--- config.mk ---
export PLATFORM = sky130hd
export DESIGN_NAME = alpha_fade_blink_sequencer_core
export DESIGN_NICKNAME = d
export VERILOG_FILES = /design/src/rtl/core/afb_pkg.sv /design/src/rtl/core/afb_front.sv /design/src/rtl/core/afb_queue.sv /design/src/rtl/core/afb_div.sv /design/src/rtl/core/afb_back.sv /design/src/rtl/core/alpha_fade_blink_sequencer_core.sv
export SDC_FILE = /design/constraint.sdc
export NUM_CORES = 1
export LEC_CHECK = 0
export BUFFER_PORTS_ARGS = -buffer_cell sky130_fd_sc_hd__buf_4
export CORE_UTILIZATION = 60
export DETAILED_ROUTE_END_ITERATION = 10
export PLACE_DENSITY_LB_ADDON = 0.2
export SLEW_MARGIN = 15
export SYNTH_ARGS = -nofsm -noshare
export SYNTH_HDL_FRONTEND = slang
export SYNTH_SLANG_ARGS = --single-unit
--- constraint.sdc ---
create_clock -name i_clk -period 9.4 [get_ports i_clk]
set_input_delay 0 -clock i_clk [delete_from_list [all_inputs] [get_ports i_clk]]
set_output_delay 0 -clock i_clk [all_outputs]
set_load 0.005 [all_outputs]
--- src/rtl/core/afb_pkg.sv ---
// ----------------------------------------------------------------------------
// afb_pkg
// Shared types and constants of the alpha fade / blink sequencer.
// ----------------------------------------------------------------------------
package afb_pkg;

    localparam int DUR_W      = 16;
    localparam int LEVEL_W    = 17;
    localparam int RATE_W     = 18;
    localparam int BYTE_W     = 8;
    localparam int CFG_IDX_W  = 2;
    localparam int CFG_DATA_W = 17;

    localparam logic [LEVEL_W-1:0] FULL_LEVEL = 17'h10000;

    localparam logic [CFG_IDX_W-1:0] CFG_TICK_TIME  = 2'd0;
    localparam logic [CFG_IDX_W-1:0] CFG_BLINK_LOW  = 2'd1;
    localparam logic [CFG_IDX_W-1:0] CFG_BLINK_HIGH = 2'd2;

    typedef enum logic [1:0] {
        ACT_TICK     = 2'd0,
        ACT_FADE_IN  = 2'd1,
        ACT_FADE_OUT = 2'd2,
        ACT_BLINK    = 2'd3
    } t_action;

    typedef enum logic [1:0] {
        MODE_IDLE  = 2'd0,
        MODE_IN    = 2'd1,
        MODE_OUT   = 2'd2,
        MODE_BLINK = 2'd3
    } t_mode;

    typedef struct packed {
        logic [1:0]       action;
        logic [DUR_W-1:0] duration;
    } t_in_item;

    typedef struct packed {
        logic [BYTE_W-1:0] level_byte;
        logic [1:0]        mode;
    } t_out_item;

    typedef struct packed {
        t_action          act;
        logic             dur_zero;
        logic [DUR_W-1:0] duration;
    } t_cmd;

    typedef struct packed {
        logic [DUR_W-1:0]   tick_time;
        logic [LEVEL_W-1:0] blink_low;
        logic [LEVEL_W-1:0] blink_high;
    } t_cfg;

endpackage

--- src/rtl/core/afb_front.sv ---
// ----------------------------------------------------------------------------
// afb_front
// Input stage: takes items, decodes the action and registers the command.
// ----------------------------------------------------------------------------
module afb_front (
    input  logic              i_clk,
    input  logic              i_rst_n,
    input  logic              i_valid,
    output logic              o_stall,
    input  afb_pkg::t_in_item i_item,
    output logic              o_valid,
    input  logic              i_stall,
    output afb_pkg::t_cmd     o_cmd
);

    logic          r_valid;
    afb_pkg::t_cmd r_cmd;
    afb_pkg::t_cmd n_cmd;

    assign o_stall = r_valid && i_stall;
    assign o_valid = r_valid;
    assign o_cmd   = r_cmd;

    always_comb begin
        n_cmd.act      = afb_pkg::t_action'(i_item.action);
        n_cmd.dur_zero = (i_item.duration == '0);
        n_cmd.duration = i_item.duration;
    end

    always_ff @(posedge i_clk) begin
        if (!i_rst_n) begin
            r_valid <= 1'b0;
        end else if (!r_valid || !i_stall) begin
            r_valid <= i_valid;
        end
        if (i_valid && !o_stall) begin
            r_cmd <= n_cmd;
        end
    end

endmodule

--- src/rtl/core/afb_queue.sv ---
// ----------------------------------------------------------------------------
// afb_queue
// Two-entry command queue between the input stage and the execution unit.
// ----------------------------------------------------------------------------
module afb_queue (
    input  logic          i_clk,
    input  logic          i_rst_n,
    input  logic          i_valid,
    output logic          o_stall,
    input  afb_pkg::t_cmd i_cmd,
    output logic          o_valid,
    input  logic          i_stall,
    output afb_pkg::t_cmd o_cmd
);

    afb_pkg::t_cmd r_mem [2];
    logic          r_wr_ptr;
    logic          r_rd_ptr;
    logic [1:0]    r_count;
    logic          push;
    logic          pop;

    assign o_stall = (r_count == 2'd2);
    assign o_valid = (r_count != 2'd0);
    assign o_cmd   = r_mem[r_rd_ptr];
    assign push    = i_valid && !o_stall;
    assign pop     = o_valid && !i_stall;

    always_ff @(posedge i_clk) begin
        if (!i_rst_n) begin
            r_wr_ptr <= 1'b0;
            r_rd_ptr <= 1'b0;
            r_count  <= 2'd0;
        end else begin
            if (push) begin
                r_wr_ptr <= !r_wr_ptr;
            end
            if (pop) begin
                r_rd_ptr <= !r_rd_ptr;
            end
            if (push && !pop) begin
                r_count <= r_count + 2'd1;
            end else if (pop && !push) begin
                r_count <= r_count - 2'd1;
            end
        end
        if (push) begin
            r_mem[r_wr_ptr] <= i_cmd;
        end
    end

endmodule

--- src/rtl/core/afb_div.sv ---
// ----------------------------------------------------------------------------
// afb_div
// Step rate divider: tick_time * 65536 / duration, one quotient bit a cycle,
// saturated to one full step.
// ----------------------------------------------------------------------------
module afb_div (
    input  logic                          i_clk,
    input  logic                          i_rst_n,
    input  logic                          i_start,
    input  logic [afb_pkg::DUR_W-1:0]     i_num,
    input  logic [afb_pkg::DUR_W-1:0]     i_den,
    output logic                          o_done,
    output logic [afb_pkg::LEVEL_W-1:0]   o_quot
);

    localparam int CNT_W = $clog2(afb_pkg::DUR_W);

    logic                        r_busy;
    logic                        r_done;
    logic                        r_sat;
    logic [CNT_W-1:0]            r_cnt;
    logic [afb_pkg::DUR_W:0]     r_rem;
    logic [afb_pkg::DUR_W-1:0]   r_den;
    logic [afb_pkg::DUR_W-1:0]   r_quot;
    logic [afb_pkg::DUR_W:0]     rem_sh;
    logic                        q_bit;

    assign rem_sh = {r_rem[afb_pkg::DUR_W-1:0], 1'b0};
    assign q_bit  = (rem_sh >= {1'b0, r_den});
    assign o_done = r_done;
    assign o_quot = r_sat ? afb_pkg::FULL_LEVEL : {1'b0, r_quot};

    always_ff @(posedge i_clk) begin
        if (!i_rst_n) begin
            r_busy <= 1'b0;
            r_done <= 1'b0;
        end else if (i_start) begin
            // quotient reaches a full step exactly when tick_time >= duration
            r_busy <= (i_num < i_den);
            r_done <= (i_num >= i_den);
        end else if (r_busy && (r_cnt == '0)) begin
            r_busy <= 1'b0;
            r_done <= 1'b1;
        end
        if (i_start) begin
            r_sat  <= (i_num >= i_den);
            r_rem  <= {1'b0, i_num};
            r_den  <= i_den;
            r_quot <= '0;
            r_cnt  <= CNT_W'(afb_pkg::DUR_W - 1);
        end else if (r_busy) begin
            r_rem  <= q_bit ? (rem_sh - {1'b0, r_den}) : rem_sh;
            r_quot <= {r_quot[afb_pkg::DUR_W-2:0], q_bit};
            r_cnt  <= r_cnt - CNT_W'(1);
        end
    end

endmodule

--- src/rtl/core/afb_back.sv ---
// ----------------------------------------------------------------------------
// afb_back
// Execution unit: holds level, rate and mode, runs commands and ticks and
// registers the result.
// ----------------------------------------------------------------------------
module afb_back (
    input  logic               i_clk,
    input  logic               i_rst_n,
    input  afb_pkg::t_cfg      i_cfg,
    input  logic               i_valid,
    output logic               o_stall,
    input  afb_pkg::t_cmd      i_cmd,
    output logic               o_valid,
    input  logic               i_stall,
    output afb_pkg::t_out_item o_item
);

    typedef enum logic {
        S_IDLE,
        S_DIV
    } t_state;

    t_state                             r_state;
    afb_pkg::t_cmd                      r_cmd;
    logic [afb_pkg::LEVEL_W-1:0]        r_level;
    logic signed [afb_pkg::RATE_W-1:0]  r_rate;
    afb_pkg::t_mode                     r_mode;
    logic                               r_out_valid;
    afb_pkg::t_out_item                 r_out;

    logic [afb_pkg::LEVEL_W-1:0]        n_level;
    logic signed [afb_pkg::RATE_W-1:0]  n_rate;
    afb_pkg::t_mode                     n_mode;
    logic [afb_pkg::BYTE_W-1:0]         n_byte;

    afb_pkg::t_cmd                      cur_cmd;
    logic                               out_free;
    logic                               pop;
    logic                               div_start;
    logic                               div_done;
    logic [afb_pkg::LEVEL_W-1:0]        div_quot;
    logic                               apply;

    logic signed [afb_pkg::LEVEL_W+1:0] v_sum;
    logic signed [afb_pkg::LEVEL_W+1:0] v_lvl;
    logic signed [afb_pkg::LEVEL_W+1:0] v_full;
    logic signed [afb_pkg::LEVEL_W+1:0] v_hi;
    logic signed [afb_pkg::LEVEL_W+1:0] v_lo;
    logic signed [afb_pkg::RATE_W-1:0]  v_rate;
    logic [afb_pkg::LEVEL_W+7:0]        v_prod;

    assign out_free  = !r_out_valid || !i_stall;
    assign o_stall   = !((r_state == S_IDLE) && out_free);
    assign pop       = i_valid && !o_stall;
    assign div_start = pop && (i_cmd.act != afb_pkg::ACT_TICK);
    assign cur_cmd   = (r_state == S_DIV) ? r_cmd : i_cmd;
    assign apply     = (pop && (i_cmd.act == afb_pkg::ACT_TICK))
                    || ((r_state == S_DIV) && div_done && out_free);
    assign o_valid   = r_out_valid;
    assign o_item    = r_out;

    afb_div u_div (
        .i_clk   (i_clk),
        .i_rst_n (i_rst_n),
        .i_start (div_start),
        .i_num   (i_cfg.tick_time),
        .i_den   (i_cmd.duration),
        .o_done  (div_done),
        .o_quot  (div_quot)
    );

    always_comb begin
        v_full = $signed({2'b00, afb_pkg::FULL_LEVEL});
        v_hi   = $signed({2'b00, i_cfg.blink_high});
        v_lo   = $signed({2'b00, i_cfg.blink_low});
        v_sum  = $signed({2'b00, r_level}) + $signed({r_rate[afb_pkg::RATE_W-1], r_rate});
        v_rate = $signed({1'b0, div_quot});
        v_lvl  = $signed({2'b00, r_level});
        n_rate = r_rate;
        n_mode = r_mode;
        unique case (cur_cmd.act)
            afb_pkg::ACT_FADE_IN: begin
                if (r_level == afb_pkg::FULL_LEVEL) begin
                    n_mode = afb_pkg::MODE_IDLE;
                end else if (cur_cmd.dur_zero) begin
                    n_mode = afb_pkg::MODE_IDLE;
                    v_lvl  = v_full;
                end else begin
                    n_mode = afb_pkg::MODE_IN;
                    v_lvl  = '0;
                    n_rate = v_rate;
                end
            end
            afb_pkg::ACT_FADE_OUT: begin
                if (cur_cmd.dur_zero) begin
                    n_mode = afb_pkg::MODE_IDLE;
                    v_lvl  = '0;
                end else begin
                    n_mode = afb_pkg::MODE_OUT;
                    v_lvl  = v_full;
                    n_rate = -v_rate;
                end
            end
            afb_pkg::ACT_BLINK: begin
                if ((r_mode == afb_pkg::MODE_IDLE) || (r_mode == afb_pkg::MODE_BLINK)) begin
                    n_mode = afb_pkg::MODE_BLINK;
                    n_rate = (r_rate > 18'sd0) ? v_rate : -v_rate;
                end
            end
            afb_pkg::ACT_TICK: begin
                unique case (r_mode)
                    afb_pkg::MODE_IN: begin
                        v_lvl = v_sum;
                        if (v_sum >= v_full) begin
                            v_lvl  = v_full;
                            n_mode = afb_pkg::MODE_IDLE;
                        end
                    end
                    afb_pkg::MODE_OUT: begin
                        v_lvl = v_sum;
                        if (v_sum <= 19'sd0) begin
                            v_lvl  = '0;
                            n_mode = afb_pkg::MODE_IDLE;
                        end
                    end
                    afb_pkg::MODE_BLINK: begin
                        v_lvl = v_sum;
                        if (v_sum >= v_hi) begin
                            v_lvl  = v_hi;
                            n_rate = -r_rate;
                        end else if (v_sum <= v_lo) begin
                            v_lvl  = v_lo;
                            n_rate = -r_rate;
                        end
                    end
                    afb_pkg::MODE_IDLE: begin
                    end
                endcase
            end
        endcase
        if (v_lvl < 19'sd0) begin
            n_level = '0;
        end else if (v_lvl[afb_pkg::LEVEL_W+1:afb_pkg::LEVEL_W] != 2'b00) begin
            n_level = '1;
        end else begin
            n_level = v_lvl[afb_pkg::LEVEL_W-1:0];
        end
        // level * 255, then drop the 16 fraction bits
        v_prod = {n_level, 8'h00} - {8'h00, n_level};
        n_byte = v_prod[afb_pkg::LEVEL_W+7] ? 8'hFF : v_prod[afb_pkg::LEVEL_W+6:16];
    end

    always_ff @(posedge i_clk) begin
        if (!i_rst_n) begin
            r_state     <= S_IDLE;
            r_level     <= '0;
            r_rate      <= '0;
            r_mode      <= afb_pkg::MODE_IDLE;
            r_out_valid <= 1'b0;
        end else begin
            if (r_out_valid && !i_stall) begin
                r_out_valid <= 1'b0;
            end
            unique case (r_state)
                S_IDLE: begin
                    if (div_start) begin
                        r_state <= S_DIV;
                    end
                end
                S_DIV: begin
                    if (apply) begin
                        r_state <= S_IDLE;
                    end
                end
            endcase
            if (apply) begin
                r_level          <= n_level;
                r_rate           <= n_rate;
                r_mode           <= n_mode;
                r_out_valid      <= 1'b1;
                r_out.level_byte <= n_byte;
                r_out.mode       <= n_mode;
            end
        end
        if (div_start) begin
            r_cmd <= i_cmd;
        end
    end

endmodule

--- src/rtl/core/alpha_fade_blink_sequencer_core.sv ---
// ----------------------------------------------------------------------------
// alpha_fade_blink_sequencer_core
// Brightness sequencer: fades in, fades out or blinks a Q1.16 level and
// reports it as a byte for every item.
//
//   channel   direction   handshake               payload
//   input     in          i_in_valid/o_in_stall   i_in_item (action, duration)
//   result    out         o_out_valid/i_out_stall o_out_item (level_byte, mode)
//   config    in          i_cfg_we                i_cfg_index, i_cfg_data
//
// a tick passes the input, queue and result registers, one a cycle through the back end
// while it is idle and results do not stall; a fade or blink command holds the back end
// for the bit-serial rate divider (16 quotient bits, one a cycle, none when saturated)
// synchronous reset clears level, rate and mode, presets config; no clearing pass
// the two-entry queue lets input transfers continue while results stall
// ----------------------------------------------------------------------------
module alpha_fade_blink_sequencer_core (
    input  logic                                i_clk,
    input  logic                                i_rst_n,
    input  logic                                i_in_valid,
    output logic                                o_in_stall,
    input  afb_pkg::t_in_item                   i_in_item,
    output logic                                o_out_valid,
    input  logic                                i_out_stall,
    output afb_pkg::t_out_item                  o_out_item,
    input  logic                                i_cfg_we,
    input  logic [afb_pkg::CFG_IDX_W-1:0]       i_cfg_index,
    input  logic [afb_pkg::CFG_DATA_W-1:0]      i_cfg_data
);

    afb_pkg::t_cfg r_cfg;
    logic          front_valid;
    logic          front_stall;
    afb_pkg::t_cmd front_cmd;
    logic          queue_valid;
    logic          queue_stall;
    afb_pkg::t_cmd queue_cmd;

    always_ff @(posedge i_clk) begin
        if (!i_rst_n) begin
            r_cfg.tick_time  <= afb_pkg::DUR_W'(1);
            r_cfg.blink_low  <= '0;
            r_cfg.blink_high <= afb_pkg::FULL_LEVEL;
        end else if (i_cfg_we) begin
            unique case (i_cfg_index)
                afb_pkg::CFG_TICK_TIME:  r_cfg.tick_time  <= i_cfg_data[afb_pkg::DUR_W-1:0];
                afb_pkg::CFG_BLINK_LOW:  r_cfg.blink_low  <= i_cfg_data;
                afb_pkg::CFG_BLINK_HIGH: r_cfg.blink_high <= i_cfg_data;
                default: begin
                end
            endcase
        end
    end

    afb_front u_front (
        .i_clk   (i_clk),
        .i_rst_n (i_rst_n),
        .i_valid (i_in_valid),
        .o_stall (o_in_stall),
        .i_item  (i_in_item),
        .o_valid (front_valid),
        .i_stall (front_stall),
        .o_cmd   (front_cmd)
    );

    afb_queue u_queue (
        .i_clk   (i_clk),
        .i_rst_n (i_rst_n),
        .i_valid (front_valid),
        .o_stall (front_stall),
        .i_cmd   (front_cmd),
        .o_valid (queue_valid),
        .i_stall (queue_stall),
        .o_cmd   (queue_cmd)
    );

    afb_back u_back (
        .i_clk   (i_clk),
        .i_rst_n (i_rst_n),
        .i_cfg   (r_cfg),
        .i_valid (queue_valid),
        .o_stall (queue_stall),
        .i_cmd   (queue_cmd),
        .o_valid (o_out_valid),
        .i_stall (i_out_stall),
        .o_item  (o_out_item)
    );

`ifndef SYNTHESIS
    // fading in never reports a full level: reaching full ends the fade
    a_fade_in_below_full: assert property (@(posedge i_clk) disable iff (!i_rst_n)
        (o_out_valid && (o_out_item.mode == afb_pkg::MODE_IN))
            |-> (o_out_item.level_byte != 8'hFF))
        else $error("fade in reported a full level");

    a_reset_clears_out: assert property (@(posedge i_clk)
        !i_rst_n |=> !o_out_valid)
        else $error("result valid after reset");

    // a full queue pushes back on the input stage whenever that stage holds an item
    a_queue_full_stalls: assert property (@(posedge i_clk) disable iff (!i_rst_n)
        (front_valid && front_stall) |-> (o_in_stall && queue_valid))
        else $error("queue full without stalling the input stage");
`endif

endmodule

==> metrics.md, run 1 <==
| Metric | Value |
|---|---|
| Status | `completed` |
| Worst Path Max Fanout | `17` |
| Drt drc | `0` |
| Met2 Use GR | `54.0%` |
| Worst hold path type | `in -> reg` |
| Post-layout nets | `1823` |
| Power Dens Cells | `about 340 nW/um^2` |
| Root buffer cell | `clkbuf_16` |
| Final core occ | `a little over two thirds` |
| Maximum number of pins on one net before global-route repair | `55` |
| Seq/Total Area, Yosys | `a little under 40%` |
| CP required | `between 9 and 10 ns` |
| Switching share of power | `around 45%` |
| Vias | `roughly 13000` |
| Slew Limit Fails | `0` |
| Headroom to the max-slew limit | `33.5%` |
| Routed Antenna Nets | `0` |
| Gr busiest metal | `met2` |
| RSZ-0062 raised after global routing | `false` |
| Net count after synthesis | `roughly 1700` |
| Final hold violation count | `0` |
| Reg power frac | `26.0%` |
| Final period utilization | `91.1%` |
| Clock Sinks | `220` |
| Synth warnings | `0` |
| Switching power | `between 2 and 2.5 mW` |
| Slowest-stage cell, CP | `a221oi_1` |
| Core Area | `around 23000 sq um` |
| Setup tns final | `0 ns` |
| Post-DR wirelength/cell | `19.9 um` |
| Placed instance count | `~1900` |
| Post-synth top flop | `dfxtp_1` |
| Mapped Cells | `between 1500 and 2000` |
| Post-synth EDFFs | `roughly 100` |
| Slew @ Worst Pin | `~1 ns` |
| Crit Path Class | `reg -> reg` |
| Grt ovf | `0` |
| Number of diodes | `0` |
| Combinational share of power | `between 50% and 60%` |
| Clock power share | `between 10% and 20%` |
| Met1 Track Usage GR | `a little under half` |
| Fmax | `between 0.1 and 0.15 GHz` |
| DRT Pass-1 Iters | `5` |
| Synthesis-to-finish area growth | `13.4%` |
| Max rail drop VDD | `about 0.2 mV` |
| Syn_area_per_cell | `around 8.7 sq um` |
| CP endpoint kind | `flop` |
| Max Cap Viol | `0` |
| CTS max path bufs | `3` |
| LEAKAGE | `around 6.4 nW` |
| Clock skew | `0.0167 ns` |
| Final Non-Filler Cells | `between 1500 and 2000` |
| Die Area | `23900 sq um` |
| Crit path arrival time | `8.85 ns` |
| Pint | `3.01 mW` |
| Total Power | `5.44 mW` |
| Synth unique cells | `89` |
| 1st-iter DRT viols | `between 1000 and 1500` |
| H-tree depth | `1` |
| CTS tree | `done` |
| First-pass GRT wire length | `between 60000 and 70000 um` |
| Vias per cell | `6.31` |
| Worst path most repeated cell | `a21o_1` |
| Post-Syn Area | `roughly 14000 sq um` |
| Total Routed Length | `39400 um` |
| Clock slew at reported path FFs | `roughly 0.06 ns` |
| Die Y | `roughly 150 um` |
| Final setup viols | `0` |
| Met3 layer usage reported by global route | `between 4 and 5%` |
| IO Pins | `54` |
| Min cycle time layout | `~8.6 ns` |
| Async SR Flop Fraction | `0%` |
| Flops & latches, synth | `220` |
| CP startpoint kind | `flop` |
| I/O Buffers | `53` |
| HPWL after DPL | `approximately 28000 um` |
| Share of layout cells above drive strength 1 | `roughly 8.9%` |
| Total CTS buffers | `25` |
| Clk_lat worst skew | `about 0.55 ns` |
| Crit-path max cell delay | `~0.86 ns` |
| Vias in the first global route | `11700` |
| Row count | `55` |
| Antenna violations before repair | `0` |
| GP Congestion | `0.986` |
| Initial Util | `61.5%` |
| Horiz. Die Dim | `between 150 and 200 um` |
| Overall global routing resource usage | `approximately a third` |
-- flip-flops by register name, summed over array words and instances (netlist names), named ones only --
register and count:
u_back.u_div.r_rem 16, u_front.o_valid 1, u_back.u_div.o_done 1, u_back.o_item 10
u_queue.r_wr_ptr 1, u_back.r_cmd 19, u_back.o_valid 1, u_queue.r_rd_ptr 1
u_queue.r_count 2, u_back.u_div.r_cnt 4, u_back.r_mode 2, u_front.o_cmd 19
u_back.u_div.r_quot 16, u_queue.r_mem 38, u_back.r_state 1, u_back.r_level 17
r_cfg 50, u_back.r_rate 18, u_back.u_div.r_busy 1, u_back.u_div.r_sat 1
-- stage by stage --
stage | hold slack, ns | instance area [sq um] | worst slack, ns
finish | 0.153 | 15800 | 0.836
CTS | 0.127 | 15800 | 0.995
detailed placement | 0.180 | 14600 | 1.03
global route | 0.189 | 15800 | 0.237
global placement | 0.179 | 14600 | 1.26
floorplan | 0.0989 | 14000 | 2.22
-- power groups by stage --
stage                     Clock, mW  Sequential, mW  Combinational (mW)
after floorplan                   0            1.37                2.33
after global placement            0            1.42                2.89
after detailed placement          0            1.43                2.95
after CTS                     0.963            1.41                2.99
after global routing           1.01            1.43                3.36
final                         0.958            1.41                3.06
-- synthesized netlist by cell type (13+ instances only) --
cell      number  share of area [%]
and2_1        17               0.76
xnor2_1       22                1.4
nand3_1       24               0.86
a21o_1        30                1.6
mux2i_1       38                2.7
edfxtp_1     103                 22
o211ai_1      17               0.91
nor2_1       120                3.2
a21oi_1      109                3.9
nor3_1        33                1.2
clkbuf_1      52                1.4
dfxtp_1      117                 17
o21ai_0       65                2.3
o21ai_1       14               0.50
o21a_1        13               0.70
nand2_1      249                6.7
or3_1         16               0.72
inv_1        104                2.8
nand4_1       17               0.76
ha_1         101                9.0
nor4_1        14               0.63
a21boi_0      67                3.6
nor2b_1       21               0.94
-- final timing paths --
check / from / end / slack [ns] / depth (start not counted)
worst max-delay path: u_back.r_rate[4] / u_back.o_item[5] / 0.84 / 32
worst max register to register: u_back.r_rate[4] / u_back.o_item[5] / 0.84 / 32
worst min register to register: u_front.o_cmd[5] / u_queue.r_mem[1][5] / 0.44 / 0
worst min-delay path: i_cfg_index[1] / r_cfg[49] / 0.15 / 4
-- worst max-delay path: cells and delay by family (launching register included) --
kind	cells	cell delay, ns
buffers and inverters	2	0.19
flip-flops	1	0.36
AND/OR/NAND/NOR	4	1.17
AO/OA/AOI/OAI	23	5.57
adder cells (fa/ha/maj)	3	0.98
-- cells by family (layout without fill, tap and decap cells) --
group	Yosys count	after routing	synth area share, %
buf+inv	172	269	4.86
flops	220	220	38.9
mux	45	45	3.29
compound gates	451	451	22.2
xor+xnor	32	32	2.01
simple gates	577	577	19.4
fa+ha+maj	103	103	9.33
-- what timing repair did --
item,4_1_cts,5_1_grt
endpoints found under the hold margin,74,0
hold buffers,44,0
buffers inserted,0,0
gates resized for setup,0,0
setup endpoints to repair,0,0
-- cell type report --
type / count / area (sq um)
fillers: 1730 / 6870
clock buffers: 31 / 648
repair buffers: 116 / 981
inverters: 107 / 402
multi-input cells: 1208 / 7860
well taps: 285 / 357
clock inverters: 15 / 155
flip-flops and latches: 220 / 5440
-- metal layers --
metal / wire length [um] / vias up
met5: 0 / -
met4: 1030 / 0
met3: 2880 / 81
met2: 17900 / 563
met1: 17600 / 5908
li1: - / 5955
-- cells in the final DEF, fill, tap and decap left out, types with 11 or more instances in the layout --
master           n
nand2_1        249
nor2_1         119
dfxtp_1        117
a21oi_1        109
inv_1          104
edfxtp_1       103
ha_1           101
buf_4           72
a21boi_0        67
o21ai_0         65
dlygate4sd3_1   44
mux2i_1         38
nor3_1          33
a21o_1          30
clkbuf_16       25
nand3_1         24
xnor2_1         22
nor2b_1         21
and2_1          17
nand4_1         17
o211ai_1        17
or3_1           16
o21ai_1         14
nor4_1          14
o21a_1          13
a211oi_1        12
a31oi_1         12
nor3b_1         11
Note: power is estimated with default switching activity, not from simulation.
==> run 2: changes to the inputs <==
--- a/config.mk
+++ b/config.mk
@@ -6,9 +6,12 @@
 export NUM_CORES = 1
 export LEC_CHECK = 0
 export BUFFER_PORTS_ARGS = -buffer_cell sky130_fd_sc_hd__buf_4
-export CORE_UTILIZATION = 60
+export CELL_PAD_IN_SITES_DETAIL_PLACEMENT = 1
+export CELL_PAD_IN_SITES_GLOBAL_PLACEMENT = 1
+export CORE_UTILIZATION = 49
 export DETAILED_ROUTE_END_ITERATION = 10
 export PLACE_DENSITY_LB_ADDON = 0.2
+export RECOVER_POWER = 100
 export SLEW_MARGIN = 15
 export SYNTH_ARGS = -nofsm -noshare
 export SYNTH_HDL_FRONTEND = slang
==> metrics.md, run 2 (synthesized netlist as in run 1, its figures left out) <==
| Metric | Value |
|---|---|
| Status | `finished, violations left` |
| Failing checks | `max-capacitance violations, max-slew violations` |
| Core Area | `around 28000 sq um` |
| IO Pins | `54` |
| Drt drc | `0` |
| DRT Pass-1 Iters | `5` |
| Grt ovf | `0` |
| Final hold violation count | `0` |
| Worst Path Max Fanout | `15` |
| H-tree depth | `1` |
| CP startpoint kind | `flop` |
| 1st-iter DRT viols | `~1100` |
| Vias in the first global route | `around 13000` |
| Die Y | `171 um` |
| Total Power | `roughly 5.6 mW` |
| Total Routed Length | `roughly 48000 um` |
| Post-DR wirelength/cell | `23.1 um` |
| Initial Util | `50.0%` |
| Maximum number of pins on one net before global-route repair | `76` |
| Die Area | `slightly below 30000 sq um` |
| Row count | `61` |
| GP Congestion | `0.977` |
| Clock skew | `between 0.015 and 0.02 ns` |
| Vias per cell | `slightly above 6` |
| Antenna violations before repair | `1` |
| Synthesis-to-finish area growth | `13.6%` |
| Most frequent cells in the layout | `nand2_1, nor2_1, dfxtp_1, a21oi_1, inv_1` |
| Slew @ Worst Pin | `3.11 ns` |
| LEAKAGE | `6.36 nW` |
| CTS max path bufs | `3` |
| Overall global routing resource usage | `approximately 33%` |
| Dpl ws | `approximately 0.89 ns` |
| Placed instance count | `1986` |
| Max rail drop VDD | `about 0.22 mV` |
| Number of diodes | `0` |
| Slew Limit Fails | `between 100 and 150` |
| Final-layout fill cell count | `about 3300` |
| Final core occ | `between 50% and 60%` |
| CP required | `slightly below 10 ns` |
| Clock slew at reported path FFs | `approximately 0.070 ns` |
| Worst hold path type | `in -> reg` |
| Final setup viols | `0` |
| Top delay family on crit path | `compound AO/OA/AOI/OAI gates` |
| Max Cap Viol | `2` |
| Share of layout cells above drive strength 1 | `under 10%` |
| CTS tree | `done` |
| Commonest non-fill, non-tap cell in the layout | `nand2_1` |
| Top Registers | `r_cfg x50, u_queue.r_mem x38` |
| Crit path arrival time | `around 9 ns` |
| CP endpoint kind | `flop` |
| Crit Path Class | `reg -> reg` |
| I/O Buffers | `between 50 and 60` |
| Min cycle time layout | `8.68 ns` |
| Vias | `about 13000` |
| Final Non-Filler Cells | `2072` |
| Routed Antenna Nets | `0` |
| Headroom to the max-slew limit | `-107%` |
| Clock Sinks | `220` |
| Hold_buf cts | `42` |
| Area occupied by multi-input gates | `between 7000 and 8000 sq um` |
| Total CTS buffers | `25` |
| Clk_lat worst skew | `between 0.5 and 0.6 ns` |
| Slowest-stage cell, CP | `a221oi_1` |
| Final setup margin | `between 0.7 and 0.8 ns` |
| Post-CTS Setup Inserts | `0` |
| Largest register by flop count | `r_cfg` |
| Worst Path Buf+Inv | `1` |
| Power Dens Cells | `~350 nW/um^2` |
| Crit-path max cell delay | `between 0.8 and 0.9 ns` |
| Post-CTS Resized | `0` |
| Root buffer cell | `clkbuf_16` |
| Worst path most repeated cell | `a21o_1` |
| Max reg flops | `50` |
| Final period utilization | `roughly 92%` |
| First-pass GRT wire length | `roughly 75000 um` |
| Horiz. Die Dim | `about 170 um` |
| HPWL after DPL | `33300 um` |
| Setup tns final | `0 ns` |
| Fmax | `around 0.12 GHz` |
| RSZ-0062 raised after global routing | `false` |
| Post-layout nets | `1822` |
| Reg area | `around 5400 sq um` |
run 2: cell count changes in the layout (fill, tap and decap cells not counted), moves of 6 or more:
cell	delta
o21ai_0	+6
clkbuf_4	+17
o21ai_1	-6
buf_4	-38
clkbuf_1	+19
run 2: where the power goes:
| group | switching (mW) | leakage, nW | internal [mW] | total [mW] |
|---|---|---|---|---|
| clock | 0.430 | 0.396 | 0.589 | 1.02 |
| combinational | 1.97 | 4.05 | 1.17 | 3.14 |
| sequential | 0.155 | 1.91 | 1.28 | 1.43 |
| total | 2.55 | 6.36 | 3.04 | 5.59 |
run 2: stage by stage:
step | cell area [sq um] | hold slack [ns]
detailed placement | 14700 | 0.180
CTS | 16000 | 0.0433
global route | 15900 | 0.104
floorplan | 14000 | 0.0989
finish | 15900 | 0.0755
global placement | 14700 | 0.178
run 2: layout make-up:
type	instances	area share, %
Clock buffer	30	4.19
Clock inverter	14	1.06
Inverter	107	2.53
Multi-Input combinational cell	1208	49.4
Sequential cell	220	34.3
Tap cell	378	2.98
Timing Repair Buffer	115	5.58
run 2: final timing paths:
check | startpoint | end | slack [ns] | cells after the start
setup / recovery | u_back.r_rate[4] | u_back.o_item[3] | 0.72 | 30
hold / removal | i_cfg_we | r_cfg[37] | 0.08 | 4
setup reg to reg | u_back.r_rate[4] | u_back.o_item[3] | 0.72 | 30
hold reg to reg | u_front.o_cmd[10] | u_queue.r_mem[0][10] | 0.45 | 0
run 2: routing by layer:
layer  GRT usage, %  up-vias  wire, um
li1               -     5948         -
met1           43.9     6305     21300
met2           56.2      409     22500
met3           4.74      102      2530
met4           10.4        2      1470
met5              0        -        13
run 2: worst reg2reg max path: cells and delay by family, from the launching register on:
| family | cells | cell delay (ns) |
|---|---|---|
| compound gates | 19 | 5.44 |
| simple gates | 7 | 1.44 |
| fa+ha+maj | 3 | 0.96 |
| flops | 1 | 0.45 |
| buf+inv | 1 | 0.12 |
==> run 3: changes to the inputs <==
--- a/config.mk
+++ b/config.mk
@@ -15,4 +15,5 @@
 export SLEW_MARGIN = 15
 export SYNTH_ARGS = -nofsm -noshare
 export SYNTH_HDL_FRONTEND = slang
+export SYNTH_HIERARCHICAL = 1
 export SYNTH_SLANG_ARGS = --single-unit
==> metrics.md, run 3 <==
| Metric | Value |
|---|---|
| Post-CTS Resized | `0` |
| Most frequent cells in the layout | `nand2_1, dfxtp_1, inv_1, edfxtp_1, ha_1` |
| Synth warnings | `6` |
| Vias | `between 10000 and 15000` |
| First-pass GRT wire length | `about 76000 um` |
| LEAKAGE | `approximately 6.9 nW` |
| Post-DR wirelength/cell | `around 24 um` |
| GP Congestion | `roughly 1.0` |
| Async SR Flop Fraction | `0%` |
| CP startpoint kind | `flop` |
| H-tree depth | `1` |
| Slew @ Worst Pin | `3.49 ns` |
| Switching share of power | `46.5%` |
| Worst Path Buf+Inv | `1` |
| 1st-iter DRT viols | `867` |
| Fmax | `0.119 GHz` |
| Synthesis-to-finish area growth | `12.1%` |
| Commonest non-fill, non-tap cell in the layout | `nand2_1` |
| Row count | `62` |
| Die Area | `between 30000 and 40000 sq um` |
| HPWL after DPL | `about 35000 um` |
| Final-layout fill cell count | `around 3300` |
| Grt ovf | `0` |
| Post-layout nets | `1790` |
| Synth top area share | `a little over a fifth` |
| Total CTS buffers | `26` |
| CP endpoint kind | `flop` |
| Synth unique cells | `108` |
| Combinational share of power | `57.8%` |
| Reg area | `5440 sq um` |
| Flops & latches, synth | `220` |
| Post-synth top flop | `dfxtp_1` |
| Max reg flops | `50` |
| Status | `finished, violations left` |
| Initial Util | `about half` |
| Clock Sinks | `220` |
| Reg power frac | `24.6%` |
| Dpl ws | `roughly 1.3 ns` |
| RSZ-0062 raised after global routing | `false` |
| Min cycle time layout | `approximately 8.4 ns` |
| Syn_area_per_cell | `about 9.3 sq um` |
| Net count after synthesis | `around 1700` |
| Final core occ | `between 50 and 60%` |
| Total Routed Length | `roughly 48000 um` |
| Finished layout cell area | `roughly 16000 sq um` |
| Horiz. Die Dim | `roughly 170 um` |
| Routed Antenna Nets | `0` |
| CP required | `9.68 ns` |
| Die Y | `175 um` |
| Total Power | `between 5 and 6 mW` |
| Power Dens Cells | `about 360 nW/um^2` |
| CTS max path bufs | `3` |
| Largest register by flop count | `r_cfg` |
| Final hold violation count | `0` |
| Area occupied by multi-input gates | `approximately 8300 sq um` |
| Slew Limit Fails | `roughly 190` |
| Top delay family on crit path | `compound AO/OA/AOI/OAI gates` |
| Root buffer cell | `clkbuf_16` |
| Maximum number of pins on one net before global-route repair | `between 80 and 90` |
| Crit Path Class | `reg -> reg` |
| Clock skew | `roughly 0.012 ns` |
| Final period utilization | `between 80% and 90%` |
| Clock power share | `17.6%` |
| Post-Syn Area | `~15000 sq um` |
| Max rail drop VDD | `roughly 0.18 mV` |
| Top-count cell post-synth | `nand2_1` |
| Seq/Total Area, Yosys | `a little under two fifths` |
| Synth cell count leaders | `nand2_1, dfxtp_1, inv_1` |
| Final setup margin | `1.02 ns` |
| IO Pins | `54` |
| Clk_lat worst skew | `roughly 0.55 ns` |
| Placed cell area | `between 15000 and 20000 sq um` |
| Antenna violations before repair | `0` |
| Failing checks | `max-capacitance violations, max-slew violations` |
| CTS tree | `done` |
| Vias in the first global route | `~13000` |
| Synth top area cells | `edfxtp_1, dfxtp_1, ha_1` |
| I/O Buffers | `between 50 and 60` |
| Pint | `~3.2 mW` |
| Mapped Cells | `about 1600` |
| Clock slew at reported path FFs | `about 0.060 ns` |
| Post-synth top area cell | `edfxtp_1` |
| Overall global routing resource usage | `approximately a third` |
| Crit path arrival time | `between 8 and 9 ns` |
| Core Area | `29100 sq um` |
| DRT Pass-1 Iters | `5` |
| Worst Path Max Fanout | `13` |
| Headroom to the max-slew limit | `-132%` |
| Drt drc | `0` |
| Worst hold path type | `in -> reg` |
| Slowest-stage cell, CP | `a21oi_1` |
| Vias per cell | `roughly 6.3` |
| Max Cap Viol | `3` |
| Crit-path max cell delay | `approximately 0.73 ns` |
| Final setup viols | `0` |
| Number of diodes | `0` |
| Post-synth EDFFs | `103` |
| Share of layout cells above drive strength 1 | `just under 9%` |
| Setup tns final | `0 ns` |
| Switching power | `approximately 2.8 mW` |
run 3: changes by cell type after synthesis, moves of 10 or more:
cell	previous run	this run
a21boi_0	67	8
a21oi_1	109	75
a32oi_1	10	0
buf_2	6	16
clkbuf_1	52	40
mux2_2	7	22
mux2i_1	38	77
nand2_1	249	180
nand2b_1	9	19
nand4_1	17	30
nor2_1	120	92
nor2b_1	21	34
o211a_1	6	19
run 3: metal layers:
layer,global-route usage (%),wire (um)
met4,10.1,1480
met5,0,0
met3,3.85,2470
met1,43.0,21700
met2,52.5,22600
run 3: kinds of logic (layout without fill, tap and decap cells):
family | after synthesis | count (layout) | synth area share (%)
DFF | 220 | 220 | 37.1
muxes | 99 | 99 | 6.95
xor gates and xnor gates | 36 | 36 | 2.15
AOI/OAI and AO/OA | 398 | 398 | 20.4
and+or+nand+nor | 537 | 537 | 18.8
buffers and inverters | 183 | 272 | 5.74
adders and majority gates | 103 | 103 | 8.89
run 3: through the flow:
step / hold WS [ns] / instances
5_1_grt: 0.194 / 2049
3_3_place_gp: 0.181 / 1960
6_report: 0.210 / 2049
2_1_floorplan: 0.0989 / 1576
4_1_cts: 0.159 / 2049
3_5_place_dp: 0.182 / 1960
run 3: layout make-up:
| type | instances | area share [%] |
|---|---|---|
| Timing Repair Buffer | 115 | 5.47 |
| Clock inverter | 17 | 1.30 |
| Multi-Input combinational cell | 1173 | 50.7 |
| Tap cell | 384 | 2.92 |
| Sequential cell | 220 | 33.1 |
| Clock buffer | 31 | 4.07 |
| Inverter | 109 | 2.49 |
run 3: what timing repair did:
action,in CTS,in global routing
setup buffers,0,0
hold endpoints to repair,103,0
hold buffers,41,0
run 3: path summary, 6_finish.rpt:
check	startpoint	slack (ns)	endpoint	depth (start not counted)
setup reg to reg	u_back/r_rate[4]	1.02	u_back/o_item[8]	30
hold / removal	i_in_item[10]	0.21	u_front/o_cmd[10]	2
setup / recovery	u_back/r_rate[4]	1.02	u_back/o_item[8]	30
hold reg to reg	u_front/o_cmd[0]	0.46	u_queue/r_mem[1][0]	0
run 3: worst reg2reg max path: cells and delay by family, from the launching register on:
family | cells | cell delay, ns
and+or+nand+nor | 5 | 0.39
xor gates and xnor gates | 1 | 0.45
buffers and inverters | 1 | 0.19
adders and majority gates | 3 | 0.96
AOI/OAI and AO/OA | 20 | 5.65
DFF | 1 | 0.45
run 3: power groups by stage:
stage          Clock [mW]  Sequential, mW  Combinational (mW)
6_report             1.04            1.45                3.42
3_5_place_dp            0            1.46                3.35
2_1_floorplan           0            1.38                2.57
3_3_place_gp            0            1.45                3.25
5_1_grt              1.10            1.47                3.73
4_1_cts              1.06            1.44                3.40
